`src/design/ttp_pkg.sv`:
```
// Package for the thermal tiered token pacer: constants, register map,
// and the command, status and configuration structs shared by the modules.
// No dependencies.
package ttp_pkg;

   localparam int TIME_BITS = 32;
   localparam int TEMP_BITS = 12;
   localparam int INTV_BITS = 24;
   localparam int BURST_BITS = 16;
   localparam int SLOPE_BITS = 24;
   localparam int CNT_BITS = 32;
   localparam int SUM_BITS = 48;
   localparam int TIER_BITS = 3;
   localparam int ADDR_BITS = 5;
   localparam int DATA_BITS = 32;

   localparam logic [TIME_BITS-1:0] SAMPLE_GAP_US = TIME_BITS'(50000);
   localparam int LOOKAHEAD_SHIFT = 2;

   // slope_q8 = dT(1/16 C) * 16000000 / dt_us
   localparam int MAG_BITS = TEMP_BITS;
   localparam logic [23:0] SLOPE_SCALE = 24'd16000000;
   localparam int DIV_BITS = MAG_BITS + 24;
   localparam int DIV_STEPS = DIV_BITS;
   localparam int DIV_CNT_BITS = $clog2(DIV_STEPS);
   localparam logic [DIV_BITS-1:0] SLOPE_MAX = DIV_BITS'(8388607);

   localparam int EFF_BITS = SLOPE_BITS + LOOKAHEAD_SHIFT + 1;
   localparam logic signed [SLOPE_BITS-1:0] BOOST_MIN_Q8 = SLOPE_BITS'(77);
   localparam logic signed [EFF_BITS-1:0] T35_Q8 = EFF_BITS'(8960);
   localparam logic signed [EFF_BITS-1:0] T38_Q8 = EFF_BITS'(9728);
   localparam logic signed [EFF_BITS-1:0] T41_Q8 = EFF_BITS'(10496);

   localparam logic [TIER_BITS-1:0] TIER_BURST = 3'd0;
   localparam logic [TIER_BITS-1:0] TIER_COOL = 3'd1;
   localparam logic [TIER_BITS-1:0] TIER_WARM = 3'd2;
   localparam logic [TIER_BITS-1:0] TIER_HOT = 3'd3;
   localparam logic [TIER_BITS-1:0] TIER_CRITICAL = 3'd4;

   localparam logic [2:0] REG_BURST_TOKENS = 3'd0;
   localparam logic [2:0] REG_INTERVAL_COOL = 3'd1;
   localparam logic [2:0] REG_INTERVAL_WARM = 3'd2;
   localparam logic [2:0] REG_INTERVAL_HOT = 3'd3;
   localparam logic [2:0] REG_INTERVAL_CRITICAL = 3'd4;

   typedef struct packed {
      logic [BURST_BITS-1:0] burst_tokens;
      logic [INTV_BITS-1:0] interval_cool_us;
      logic [INTV_BITS-1:0] interval_warm_us;
      logic [INTV_BITS-1:0] interval_hot_us;
      logic [INTV_BITS-1:0] interval_critical_us;
   } ttp_cfg_type;

   typedef struct packed {
      logic load;
      logic clear;
      logic sample;
      logic div_step;
      logic slope_wr;
      logic tier;
      logic gap;
      logic delay;
      logic commit;
   } ttp_cmd_type;

   typedef struct packed {
      logic do_slope;
      logic div_done;
      logic out_free;
   } ttp_status_type;

endpackage

```
`src/design/ttp_ctrl.sv`:
```
// Controller of the token pacer: one-hot sequencer that steps the datapath
// through sampling, slope division, tier choice, wait and commit.
// Depends on ttp_pkg.
module ttp_ctrl import ttp_pkg::*; (
   input  logic           clock,
   input  logic           reset,
   input  logic           req_valid,
   input  logic           req_opcode,
   input  ttp_status_type status,
   output ttp_cmd_type    cmd,
   output logic           req_stall
);

   typedef enum logic [7:0] {
      ST_IDLE   = 8'b0000_0001,
      ST_SAMPLE = 8'b0000_0010,
      ST_DIVIDE = 8'b0000_0100,
      ST_SLOPE  = 8'b0000_1000,
      ST_TIER   = 8'b0001_0000,
      ST_GAP    = 8'b0010_0000,
      ST_DELAY  = 8'b0100_0000,
      ST_COMMIT = 8'b1000_0000
   } ttp_state_type;

   ttp_state_type state_ff;
   ttp_state_type state_in;

   always_comb begin
      state_in = state_ff;
      cmd = '0;
      req_stall = 1'b1;
      unique case (state_ff)
         ST_IDLE: begin
            req_stall = 1'b0;
            if (req_valid) begin
               if (req_opcode) begin
                  cmd.clear = 1'b1;
               end else begin
                  cmd.load = 1'b1;
                  state_in = ST_SAMPLE;
               end
            end
         end
         ST_SAMPLE: begin
            cmd.sample = 1'b1;
            state_in = status.do_slope ? ST_DIVIDE : ST_TIER;
         end
         ST_DIVIDE: begin
            cmd.div_step = 1'b1;
            if (status.div_done) begin
               state_in = ST_SLOPE;
            end
         end
         ST_SLOPE: begin
            cmd.slope_wr = 1'b1;
            state_in = ST_TIER;
         end
         ST_TIER: begin
            cmd.tier = 1'b1;
            state_in = ST_GAP;
         end
         ST_GAP: begin
            cmd.gap = 1'b1;
            state_in = ST_DELAY;
         end
         ST_DELAY: begin
            cmd.delay = 1'b1;
            state_in = ST_COMMIT;
         end
         ST_COMMIT: begin
            if (status.out_free) begin
               cmd.commit = 1'b1;
               state_in = ST_IDLE;
            end
         end
         default: begin
            state_in = ST_IDLE;
         end
      endcase
   end

   always_ff @(posedge clock) begin
      if (reset) begin
         state_ff <= ST_IDLE;
      end else begin
         state_ff <= state_in;
      end
   end

endmodule

```
`src/design/ttp_datapath.sv`:
```
// Datapath of the token pacer: session state, slope multiplier and serial
// divider, tier and wait arithmetic, result register.
// Depends on ttp_pkg; driven by ttp_ctrl commands.
module ttp_datapath import ttp_pkg::*; (
   input  logic                         clock,
   input  logic                         reset,
   input  ttp_cmd_type                  cmd,
   input  ttp_cfg_type                  cfg,
   input  logic signed [TEMP_BITS-1:0]  req_temperature,
   input  logic [TIME_BITS-1:0]         req_now_us,
   input  logic                         rsp_stall,
   output ttp_status_type               status,
   output logic                         rsp_valid,
   output logic [INTV_BITS-1:0]         rsp_wait_us,
   output logic [TIME_BITS-1:0]         rsp_release_time,
   output logic [TIER_BITS-1:0]         rsp_tier,
   output logic                         rsp_paced,
   output logic [CNT_BITS-1:0]          rsp_token_total,
   output logic [CNT_BITS-1:0]          rsp_pause_total,
   output logic [SUM_BITS-1:0]          rsp_wait_sum_us
);

   // session state
   logic [CNT_BITS-1:0]          token_counter_ff, token_counter_in;
   logic [CNT_BITS-1:0]          pause_counter_ff, pause_counter_in;
   logic [SUM_BITS-1:0]          wait_acc_ff, wait_acc_in;
   logic signed [TEMP_BITS-1:0]  prev_temp_ff, prev_temp_in;
   logic signed [SLOPE_BITS-1:0] slope_ff, slope_in;
   logic [TIME_BITS-1:0]         sample_time_ff, sample_time_in;
   logic                         pending_ff, pending_in;
   logic [TIME_BITS-1:0]         last_release_ff, last_release_in;
   logic                         release_valid_ff, release_valid_in;
   logic                         rsp_valid_ff, rsp_valid_in;

   // item payload and working registers
   logic signed [TEMP_BITS-1:0]  temp_ff;
   logic [TIME_BITS-1:0]         now_ff;
   logic [DIV_BITS-1:0]          div_quo_ff;
   logic [TIME_BITS-1:0]         div_rem_ff;
   logic [TIME_BITS-1:0]         divisor_ff;
   logic [DIV_CNT_BITS-1:0]      div_cnt_ff;
   logic                         sign_ff;
   logic [TIER_BITS-1:0]         tier_ff;
   logic [INTV_BITS-1:0]         interval_ff;
   logic [TIME_BITS-1:0]         elapsed_ff;
   logic [INTV_BITS-1:0]         wait_ff;

   logic [INTV_BITS-1:0]         rsp_wait_us_ff;
   logic [TIME_BITS-1:0]         rsp_release_time_ff;
   logic [TIER_BITS-1:0]         rsp_tier_ff;
   logic                         rsp_paced_ff;
   logic [CNT_BITS-1:0]          rsp_token_total_ff;
   logic [CNT_BITS-1:0]          rsp_pause_total_ff;
   logic [SUM_BITS-1:0]          rsp_wait_sum_us_ff;

   // combinational terms
   logic [TIME_BITS-1:0]         sample_gap;
   logic                         take_sample;
   logic                         slope_go;
   logic signed [TEMP_BITS:0]    delta_temp;
   logic [TEMP_BITS:0]           diff_neg;
   logic [MAG_BITS-1:0]          diff_mag;
   logic [DIV_BITS-1:0]          product;
   logic [TIME_BITS:0]           div_trial;
   logic                         div_fits;
   logic [TIME_BITS:0]           div_diff;
   logic [SLOPE_BITS-2:0]        slope_mag;
   logic signed [SLOPE_BITS-1:0] slope_new;
   logic                         burst_tok;
   logic                         boost;
   logic signed [EFF_BITS-1:0]   eff;
   logic [TIER_BITS-1:0]         tier_sel;
   logic [INTV_BITS-1:0]         interval_sel;
   logic [TIME_BITS-1:0]         elapsed_raw;
   logic [TIME_BITS-1:0]         elapsed_clip;
   logic                         must_wait;
   logic [INTV_BITS-1:0]         wait_sel;
   logic [TIME_BITS-1:0]         release_time;
   logic [CNT_BITS-1:0]          token_next;
   logic [CNT_BITS-1:0]          pause_next;
   logic [SUM_BITS:0]            acc_sum;
   logic [SUM_BITS-1:0]          acc_next;

   always_comb begin
      sample_gap = now_ff - sample_time_ff;
      take_sample = pending_ff || (sample_gap > SAMPLE_GAP_US);
      slope_go = take_sample && !pending_ff && (prev_temp_ff > $signed(TEMP_BITS'(0)));
      delta_temp = {temp_ff[TEMP_BITS-1], temp_ff} - {prev_temp_ff[TEMP_BITS-1], prev_temp_ff};
      diff_neg = -delta_temp;
      diff_mag = delta_temp[TEMP_BITS] ? diff_neg[MAG_BITS-1:0] : delta_temp[MAG_BITS-1:0];
      product = DIV_BITS'(diff_mag) * DIV_BITS'(SLOPE_SCALE);

      div_trial = {div_rem_ff, div_quo_ff[DIV_BITS-1]};
      div_fits = div_trial >= {1'b0, divisor_ff};
      div_diff = div_trial - {1'b0, divisor_ff};

      slope_mag = (div_quo_ff > SLOPE_MAX) ? SLOPE_MAX[SLOPE_BITS-2:0]
                                           : div_quo_ff[SLOPE_BITS-2:0];
      slope_new = sign_ff ? -$signed({1'b0, slope_mag}) : $signed({1'b0, slope_mag});

      burst_tok = token_counter_ff < CNT_BITS'(cfg.burst_tokens);
      boost = slope_ff >= BOOST_MIN_Q8;
      eff = $signed(EFF_BITS'({{(EFF_BITS-TEMP_BITS-4){temp_ff[TEMP_BITS-1]}}, temp_ff, 4'b0000}));
      if (boost) begin
         eff = eff + $signed({slope_ff[SLOPE_BITS-1], slope_ff, {LOOKAHEAD_SHIFT{1'b0}}});
      end
      priority if (burst_tok) begin
         tier_sel = TIER_BURST;
         interval_sel = '0;
      end else if (eff > T41_Q8) begin
         tier_sel = TIER_CRITICAL;
         interval_sel = cfg.interval_critical_us;
      end else if (eff > T38_Q8) begin
         tier_sel = TIER_HOT;
         interval_sel = cfg.interval_hot_us;
      end else if (eff > T35_Q8) begin
         tier_sel = TIER_WARM;
         interval_sel = cfg.interval_warm_us;
      end else begin
         tier_sel = TIER_COOL;
         interval_sel = cfg.interval_cool_us;
      end

      elapsed_raw = now_ff - last_release_ff;
      elapsed_clip = elapsed_raw[TIME_BITS-1] ? '0 : elapsed_raw;
      must_wait = (interval_ff != '0) && release_valid_ff
                  && (elapsed_ff < TIME_BITS'(interval_ff));
      wait_sel = must_wait ? (interval_ff - elapsed_ff[INTV_BITS-1:0]) : '0;

      release_time = now_ff + TIME_BITS'(wait_ff);
      token_next = (token_counter_ff == '1) ? token_counter_ff : token_counter_ff + 1'b1;
      pause_next = ((wait_ff == '0) || (pause_counter_ff == '1)) ? pause_counter_ff
                                                                 : pause_counter_ff + 1'b1;
      acc_sum = {1'b0, wait_acc_ff} + (SUM_BITS+1)'(wait_ff);
      acc_next = acc_sum[SUM_BITS] ? '1 : acc_sum[SUM_BITS-1:0];
   end

   always_comb begin
      token_counter_in = token_counter_ff;
      pause_counter_in = pause_counter_ff;
      wait_acc_in = wait_acc_ff;
      prev_temp_in = prev_temp_ff;
      slope_in = slope_ff;
      sample_time_in = sample_time_ff;
      pending_in = pending_ff;
      last_release_in = last_release_ff;
      release_valid_in = release_valid_ff;
      if (cmd.clear) begin
         token_counter_in = '0;
         pause_counter_in = '0;
         wait_acc_in = '0;
         prev_temp_in = '0;
         slope_in = '0;
         sample_time_in = '0;
         pending_in = 1'b1;
         last_release_in = '0;
         release_valid_in = 1'b0;
      end
      if (cmd.sample && take_sample) begin
         prev_temp_in = temp_ff;
         sample_time_in = now_ff;
         pending_in = 1'b0;
      end
      if (cmd.slope_wr) begin
         slope_in = slope_new;
      end
      if (cmd.commit) begin
         token_counter_in = token_next;
         pause_counter_in = pause_next;
         wait_acc_in = acc_next;
         last_release_in = release_time;
         release_valid_in = 1'b1;
      end
      priority if (cmd.commit) begin
         rsp_valid_in = 1'b1;
      end else if (!rsp_stall) begin
         rsp_valid_in = 1'b0;
      end else begin
         rsp_valid_in = rsp_valid_ff;
      end
   end

   always_ff @(posedge clock) begin
      if (reset) begin
         token_counter_ff <= '0;
         pause_counter_ff <= '0;
         wait_acc_ff <= '0;
         prev_temp_ff <= '0;
         slope_ff <= '0;
         sample_time_ff <= '0;
         pending_ff <= 1'b1;
         last_release_ff <= '0;
         release_valid_ff <= 1'b0;
         rsp_valid_ff <= 1'b0;
      end else begin
         token_counter_ff <= token_counter_in;
         pause_counter_ff <= pause_counter_in;
         wait_acc_ff <= wait_acc_in;
         prev_temp_ff <= prev_temp_in;
         slope_ff <= slope_in;
         sample_time_ff <= sample_time_in;
         pending_ff <= pending_in;
         last_release_ff <= last_release_in;
         release_valid_ff <= release_valid_in;
         rsp_valid_ff <= rsp_valid_in;
      end
   end

   always_ff @(posedge clock) begin
      if (cmd.load) begin
         temp_ff <= req_temperature;
         now_ff <= req_now_us;
      end
      if (cmd.sample) begin
         div_quo_ff <= product;
         div_rem_ff <= '0;
         divisor_ff <= sample_gap;
         div_cnt_ff <= '0;
         sign_ff <= delta_temp[TEMP_BITS];
      end
      if (cmd.div_step) begin
         div_rem_ff <= div_fits ? div_diff[TIME_BITS-1:0] : div_trial[TIME_BITS-1:0];
         div_quo_ff <= {div_quo_ff[DIV_BITS-2:0], div_fits};
         div_cnt_ff <= div_cnt_ff + 1'b1;
      end
      if (cmd.tier) begin
         tier_ff <= tier_sel;
         interval_ff <= interval_sel;
      end
      if (cmd.gap) begin
         elapsed_ff <= elapsed_clip;
      end
      if (cmd.delay) begin
         wait_ff <= wait_sel;
      end
      if (cmd.commit) begin
         rsp_wait_us_ff <= wait_ff;
         rsp_release_time_ff <= release_time;
         rsp_tier_ff <= tier_ff;
         rsp_paced_ff <= (wait_ff != '0);
         rsp_token_total_ff <= token_next;
         rsp_pause_total_ff <= pause_next;
         rsp_wait_sum_us_ff <= acc_next;
      end
   end

   assign status.do_slope = slope_go;
   assign status.div_done = (div_cnt_ff == DIV_CNT_BITS'(DIV_STEPS - 1));
   assign status.out_free = !rsp_valid_ff || !rsp_stall;

   assign rsp_valid = rsp_valid_ff;
   assign rsp_wait_us = rsp_wait_us_ff;
   assign rsp_release_time = rsp_release_time_ff;
   assign rsp_tier = rsp_tier_ff;
   assign rsp_paced = rsp_paced_ff;
   assign rsp_token_total = rsp_token_total_ff;
   assign rsp_pause_total = rsp_pause_total_ff;
   assign rsp_wait_sum_us = rsp_wait_sum_us_ff;

   a_commit_free: assert property (@(posedge clock) disable iff (reset)
      cmd.commit |-> status.out_free)
      else $error("result committed over an undelivered beat");

   a_pause_le_token: assert property (@(posedge clock) disable iff (reset)
      pause_counter_ff <= token_counter_ff)
      else $error("pause count exceeds token count");

   a_paced_match: assert property (@(posedge clock) disable iff (reset)
      rsp_valid_ff |-> (rsp_paced_ff == (rsp_wait_us_ff != '0)))
      else $error("paced flag disagrees with wait");

   a_release_track: assert property (@(posedge clock) disable iff (reset)
      cmd.commit |=> (release_valid_ff && (last_release_ff == rsp_release_time_ff)))
      else $error("last release time not updated on commit");

endmodule

```
`src/design/thermal_tiered_token_pacer.sv`:
```
// A token request steps through sample, tier, gap, delay and commit; when a new slope
// is computed, the 36-step serial divider and a slope write follow the sample. Commit waits
// while an undelivered result is stalled; the next request is taken once back in idle.
// A session start is taken in idle and gives no result.
// Reset (synchronous) clears configuration and session state; no clearing pass.
// Depends on ttp_pkg, ttp_ctrl and ttp_datapath.
module thermal_tiered_token_pacer import ttp_pkg::*; (
   input  logic                         clock,
   input  logic                         reset,
   input  logic                         req_valid,
   output logic                         req_stall,
   input  logic                         req_opcode,
   input  logic signed [TEMP_BITS-1:0]  req_temperature,
   input  logic [TIME_BITS-1:0]         req_now_us,
   output logic                         rsp_valid,
   input  logic                         rsp_stall,
   output logic [INTV_BITS-1:0]         rsp_wait_us,
   output logic [TIME_BITS-1:0]         rsp_release_time,
   output logic [TIER_BITS-1:0]         rsp_tier,
   output logic                         rsp_paced,
   output logic [CNT_BITS-1:0]          rsp_token_total,
   output logic [CNT_BITS-1:0]          rsp_pause_total,
   output logic [SUM_BITS-1:0]          rsp_wait_sum_us,
   input  logic                         psel,
   input  logic                         penable,
   input  logic                         pwrite,
   input  logic [ADDR_BITS-1:0]         paddr,
   input  logic [DATA_BITS-1:0]         pwdata,
   output logic [DATA_BITS-1:0]         prdata,
   output logic                         pready
);

   ttp_cfg_type    cfg_ff;
   ttp_cfg_type    cfg_in;
   ttp_cmd_type    cmd;
   ttp_status_type status;
   logic           csr_write;
   logic [2:0]     csr_index;

   assign pready = 1'b1;
   assign csr_write = psel && penable && pwrite;
   assign csr_index = paddr[ADDR_BITS-1:2];

   always_comb begin
      cfg_in = cfg_ff;
      if (csr_write) begin
         unique case (csr_index)
            REG_BURST_TOKENS: cfg_in.burst_tokens = pwdata[BURST_BITS-1:0];
            REG_INTERVAL_COOL: cfg_in.interval_cool_us = pwdata[INTV_BITS-1:0];
            REG_INTERVAL_WARM: cfg_in.interval_warm_us = pwdata[INTV_BITS-1:0];
            REG_INTERVAL_HOT: cfg_in.interval_hot_us = pwdata[INTV_BITS-1:0];
            REG_INTERVAL_CRITICAL: cfg_in.interval_critical_us = pwdata[INTV_BITS-1:0];
            default: cfg_in = cfg_ff;
         endcase
      end
   end

   always_comb begin
      unique case (csr_index)
         REG_BURST_TOKENS: prdata = DATA_BITS'(cfg_ff.burst_tokens);
         REG_INTERVAL_COOL: prdata = DATA_BITS'(cfg_ff.interval_cool_us);
         REG_INTERVAL_WARM: prdata = DATA_BITS'(cfg_ff.interval_warm_us);
         REG_INTERVAL_HOT: prdata = DATA_BITS'(cfg_ff.interval_hot_us);
         REG_INTERVAL_CRITICAL: prdata = DATA_BITS'(cfg_ff.interval_critical_us);
         default: prdata = '0;
      endcase
   end

   always_ff @(posedge clock) begin
      if (reset) begin
         cfg_ff <= '0;
      end else begin
         cfg_ff <= cfg_in;
      end
   end

   ttp_ctrl u_ctrl (
      .clock      (clock),
      .reset      (reset),
      .req_valid  (req_valid),
      .req_opcode (req_opcode),
      .status     (status),
      .cmd        (cmd),
      .req_stall  (req_stall)
   );

   ttp_datapath u_datapath (
      .clock            (clock),
      .reset            (reset),
      .cmd              (cmd),
      .cfg              (cfg_ff),
      .req_temperature  (req_temperature),
      .req_now_us       (req_now_us),
      .rsp_stall        (rsp_stall),
      .status           (status),
      .rsp_valid        (rsp_valid),
      .rsp_wait_us      (rsp_wait_us),
      .rsp_release_time (rsp_release_time),
      .rsp_tier         (rsp_tier),
      .rsp_paced        (rsp_paced),
      .rsp_token_total  (rsp_token_total),
      .rsp_pause_total  (rsp_pause_total),
      .rsp_wait_sum_us  (rsp_wait_sum_us)
   );

endmodule
```
`config.mk`:
```
export PLATFORM = sky130hd
export DESIGN_NAME = thermal_tiered_token_pacer
export DESIGN_NICKNAME = d
export VERILOG_FILES = /design/src/design/ttp_pkg.sv /design/src/design/ttp_ctrl.sv /design/src/design/ttp_datapath.sv /design/src/design/thermal_tiered_token_pacer.sv
export SDC_FILE = /design/constraint.sdc
export NUM_CORES = 2
export LEC_CHECK = 0
export BUFFER_PORTS_ARGS = -buffer_cell sky130_fd_sc_hd__buf_2
export CAP_MARGIN = 20
export CORE_AREA = 8 8 239 413
export CTS_CLUSTER_DIAMETER = 40
export DETAILED_ROUTE_END_ITERATION = 12
export DIE_AREA = 0 0 247 421
export PLACE_DENSITY = 0.65
export SYNTH_ARGS = -nofsm -noshare
export SYNTH_HDL_FRONTEND = slang
export SYNTH_SLANG_ARGS = --single-unit
```
`constraint.sdc`:
```
create_clock -name clock -period 10.61 [get_ports clock]
set_input_delay 1.5915 -clock clock [delete_from_list [all_inputs] [get_ports clock]]
set_output_delay 1.5915 -clock clock [all_outputs]
set_load 0.02 [all_outputs]
```
==> metrics.md <==
| Metric | Value |
|---|---|
| DIE HEIGHT | `421 um` |
| GRT Residual Overflow | `0` |
| P_sw | `4.07 mW` |
| R2R cell count | `31` |
| Setup total negative slack | `0 ps` |
| Layout cell share with drive strength beyond 1 | `10.6%` |
| Post-DP HPWL | `89300 um` |
| FF-to-FF End | `u_datapath.div_quo_ff[35]$_DFFE_PP_` |
| Critical path capture point type | `register` |
| WL met3 | `7090 um` |
| Max incr delay on CP | `670 ps` |
| Ys flop type | `edfxtp_1` |
| Met1 wire length | `46000 um` |
| Status | `finished, final reports clean` |
| Starting density of the core | `47.6%` |
| Post-Synth XOR/XNOR Area | `5.06%` |
| First-pass iteration count of the detailed router | `6` |
| Synth area leaders | `edfxtp_1, dfxtp_1, ha_1` |
| Simple-Gate Fraction of Synth Area | `16.5%` |
| WHS Path Cells | `0` |
| Clock transition at path regs | `60 ps` |
| Sw frac | `35.7%` |
| Worst EP arrival | `9440 ps` |
| Crit-path max FO | `9` |
| CP Class | `reg -> reg` |
| Internal power | `7.34 mW` |
| Maximum vdd drop | `283 uV` |
| Synth warn | `0` |
| Rel. slew slack | `22.3%` |
| Global Route Usage Sum | `22.8%` |
| Main combinational cell family by area after synthesis | `compound AO/OA/AOI/OAI gates` |
| Register-to-register setup slack | `1540 ps` |
| Layout Nets | `5362` |
| First-pass GRT wire length | `191000 um` |
| Slew Viols, Final | `0` |
| Final wirelength | `123000 um` |
| Seq cells post-synth | `740` |
| Pleak | `20.1 nW` |
| GP Congestion | `0.929` |
| TritonCTS buffer count | `87` |
| Hold Fails Final Rpt | `0` |
| Synth area leader | `edfxtp_1` |
| Fmax | `110 MHz` |
| DR WL met2 | `62500 um` |
| Clock Path Buffers | `3` |
| Final antenna-violating net count | `0` |
| Mux share of post-synthesis cell area | `1.36%` |
| Reg2reg start | `u_datapath.temp_ff[0]$_DFFE_PP_` |
| DR vias/cell | `5.81` |
| Wirelength per Cell | `19.8 um` |
| CP startpoint kind | `register` |
| Min-delay src | `u_datapath.tier_ff[0]$_SDFFCE_PP0P_` |
| Asr flop ratio synth | `0%` |
| Resized Gates After CTS | `0` |
| Final setup vio count | `0` |
| FP Rows | `148` |
| Core Util, Final | `53.5%` |
| Vias in the first global route | `35380` |
| Hold crit path type | `reg -> reg` |
| Routed via count | `35936` |
| EDFF count, synth | `405` |
| Die X | `247 um` |
| Data required, critical path | `10980 ps` |
| Unrepaired setup endpoints after global routing | `false` |
| DRC | `0` |
| Initial antenna violation count | `3` |
| Clock root buffer | `clkbuf_16` |
| Syn Inst Count | `4704` |
| Seq/Total Area, Yosys | `42.8%` |
| Sequential power share | `30.1%` |
| TritonCTS clock tree | `yes` |
| Compound-Gate Fraction of Synth Area | `18.2%` |
| CTS sink count | `740` |
| Max Used Layer | `met5` |
| Core Region | `92800 um2` |
| Max-Cap Viols | `0` |
| Clock share of power | `27.7%` |
| Worst-margin pin slew | `1170 ps` |
| Min-Delay Endpoint | `u_datapath.rsp_tier[0]$_DFFE_PP_` |
| Power per standard cell area | `230 nW/um2` |
| CP max-delay cell | `o41ai_1` |
| Die ar. | `104000 um2` |
| Depth of the CTS H-tree | `3` |
| I/O Pins | `296` |
| Area delta synth->final | `12.4%` |
| Syn avg cell area | `9.38 um2` |
| Later-pin clock latency in the skew report | `690 ps` |
| Layout Skew | `34.7 ps` |
| Tcrit/Tclk final | `85.5%` |
| Postcts setup bufs | `0` |
| Tmin final | `9070 ps` |
| Yosys top cell area share | `27.6%` |
| CTS hold repair buffers | `0` |
| Synth cell types | `100` |
| Initial DRC Count | `2271` |
| Post-synthesis adder-cell area fraction | `11.2%` |
| Syn Std Cell Area | `44100 um2` |
| Largest net degree at the start of global routing | `106` |
| Port Buffer Count | `276` |
| Comb power frac | `42.2%` |
## power groups by stage
stage                     Clock, mW  Combinational, mW  Sequential (mW)
after floorplan                   0               3.91             3.46
after global placement            0               4.70             3.50
after detailed placement          0               4.81             3.50
after CTS                      3.21               4.87             3.44
after global routing           3.32               5.55             3.45
final                          3.16               4.81             3.44
## how the worst max path moves through the flow
stage	start	slack, ps	cells past startpoint	endpoint
final	u_datapath.temp_ff[0]$_DFFE_PP_	1540	31	u_datapath.div_quo_ff[35]$_DFFE_PP_
after detailed placement	u_datapath.temp_ff[0]$_DFFE_PP_	1640	31	u_datapath.div_quo_ff[35]$_DFFE_PP_
after global placement	u_datapath.temp_ff[0]$_DFFE_PP_	1670	31	u_datapath.div_quo_ff[35]$_DFFE_PP_
after global routing	u_datapath.temp_ff[0]$_DFFE_PP_	1060	31	u_datapath.div_quo_ff[35]$_DFFE_PP_
after floorplan	rsp_stall	2730	7	u_datapath.wait_acc_ff[24]$_SDFFE_PP0P_
after CTS	u_datapath.temp_ff[0]$_DFFE_PP_	1600	31	u_datapath.div_quo_ff[35]$_DFFE_PP_
## critical path: cells and delay by family, from the launching register on
kind	cells	cell delay [ps]
AO/OA/AOI/OAI	14	3620
XOR/XNOR	2	700
adder cells (fa/ha/maj)	8	3330
buffers and inverters	3	170
flip-flops	1	370
AND/OR/NAND/NOR	4	570
## cell usage after synthesis (all sizes together) (52+ instances only)
cell type and count:
nand2 497, ha 326, and2 54, a22oi 53
nor2 379, xor2 104, o21ai 231, a21oi 410
xnor2 151, mux2i 52, clkbuf 172, nor3 102
edfxtp 405, nand3 85, dfxtp 335, inv 337
a22o 61, a21o 87
## sequential cells by signal, indices dropped and copies added (netlist names), 24 cells and up
| register | cells |
|---|---|
| u_datapath.token_counter_ff | 32 |
| u_datapath.rsp_wait_us | 24 |
| u_datapath.wait_acc_ff | 48 |
| u_datapath.sample_time_ff | 32 |
| u_datapath.last_release_ff | 32 |
| u_datapath.wait_ff | 24 |
| cfg_ff | 112 |
| u_datapath.div_quo_ff | 36 |
| u_datapath.rsp_token_total | 32 |
| u_datapath.interval_ff | 24 |
| u_datapath.rsp_pause_total | 32 |
| u_datapath.rsp_wait_sum_us | 48 |
| u_datapath.now_ff | 32 |
| u_datapath.pause_counter_ff | 32 |
| u_datapath.elapsed_ff | 31 |
| u_datapath.slope_ff | 24 |
| u_datapath.div_rem_ff | 32 |
| u_datapath.rsp_release_time | 32 |
| u_datapath.divisor_ff | 32 |
## cell usage in the layout (no fill, tap or decap), types with 87 or more instances in the layout
cell	Yosys	layout
buf_2	5	275
nand2_1	497	495
inv_1	337	336
a21o_1	87	87
ha_1	326	326
nor2_1	376	373
clkbuf_16	0	90
xor2_1	104	104
dfxtp_1	335	335
a21oi_1	409	409
edfxtp_1	405	405
nor3_1	102	100
xnor2_1	151	150
o21ai_0	222	222
## kinds of logic (layout without fill, tap and decap cells)
family | after synthesis | count (layout)
adders and majority gates | 369 | 369
DFF | 740 | 740
AOI/OAI and AO/OA | 1231 | 1231
and+or+nand+nor | 1500 | 1500
other | 2 | 11
buffers and inverters | 548 | 816
xor gates and xnor gates | 255 | 255
muxes | 59 | 59
## area by class of cell
class	count	area, um2
clock inverter	53	687
fill	8393	43200
sequential	740	18900
tap	1200	1500
multi-input combinational	3423	23200
inverter	338	1280
antenna	2	5.00
timing repair buffer	314	1690
clock buffer	111	2380
## stage by stage
stage | hold WS, ps | std cells | power, mW | area [um2] | worst slack [ps]
5_1_grt | 418 | 6179 | 12.3 | 49600 | 1060
3_3_place_gp | 401 | 6013 | 8.20 | 46500 | 1670
2_1_floorplan | 400 | 4711 | 7.37 | 44100 | 2730
3_5_place_dp | 406 | 6013 | 8.31 | 46500 | 1640
4_1_cts | 407 | 6177 | 11.5 | 49600 | 1600
6_report | 409 | 6181 | 11.4 | 49600 | 1540
## per-layer routing
| layer | vias to the layer above | global-route usage, % |
|---|---|---|
| met4 | 4 | 12.5 |
| met2 | 1004 | 41.0 |
| met1 | 17249 | 24.9 |
| met3 | 284 | 3.96 |
| met5 | - | 0 |
| li1 | 17395 | - |
Note: power is estimated with default switching activity, not from simulation.
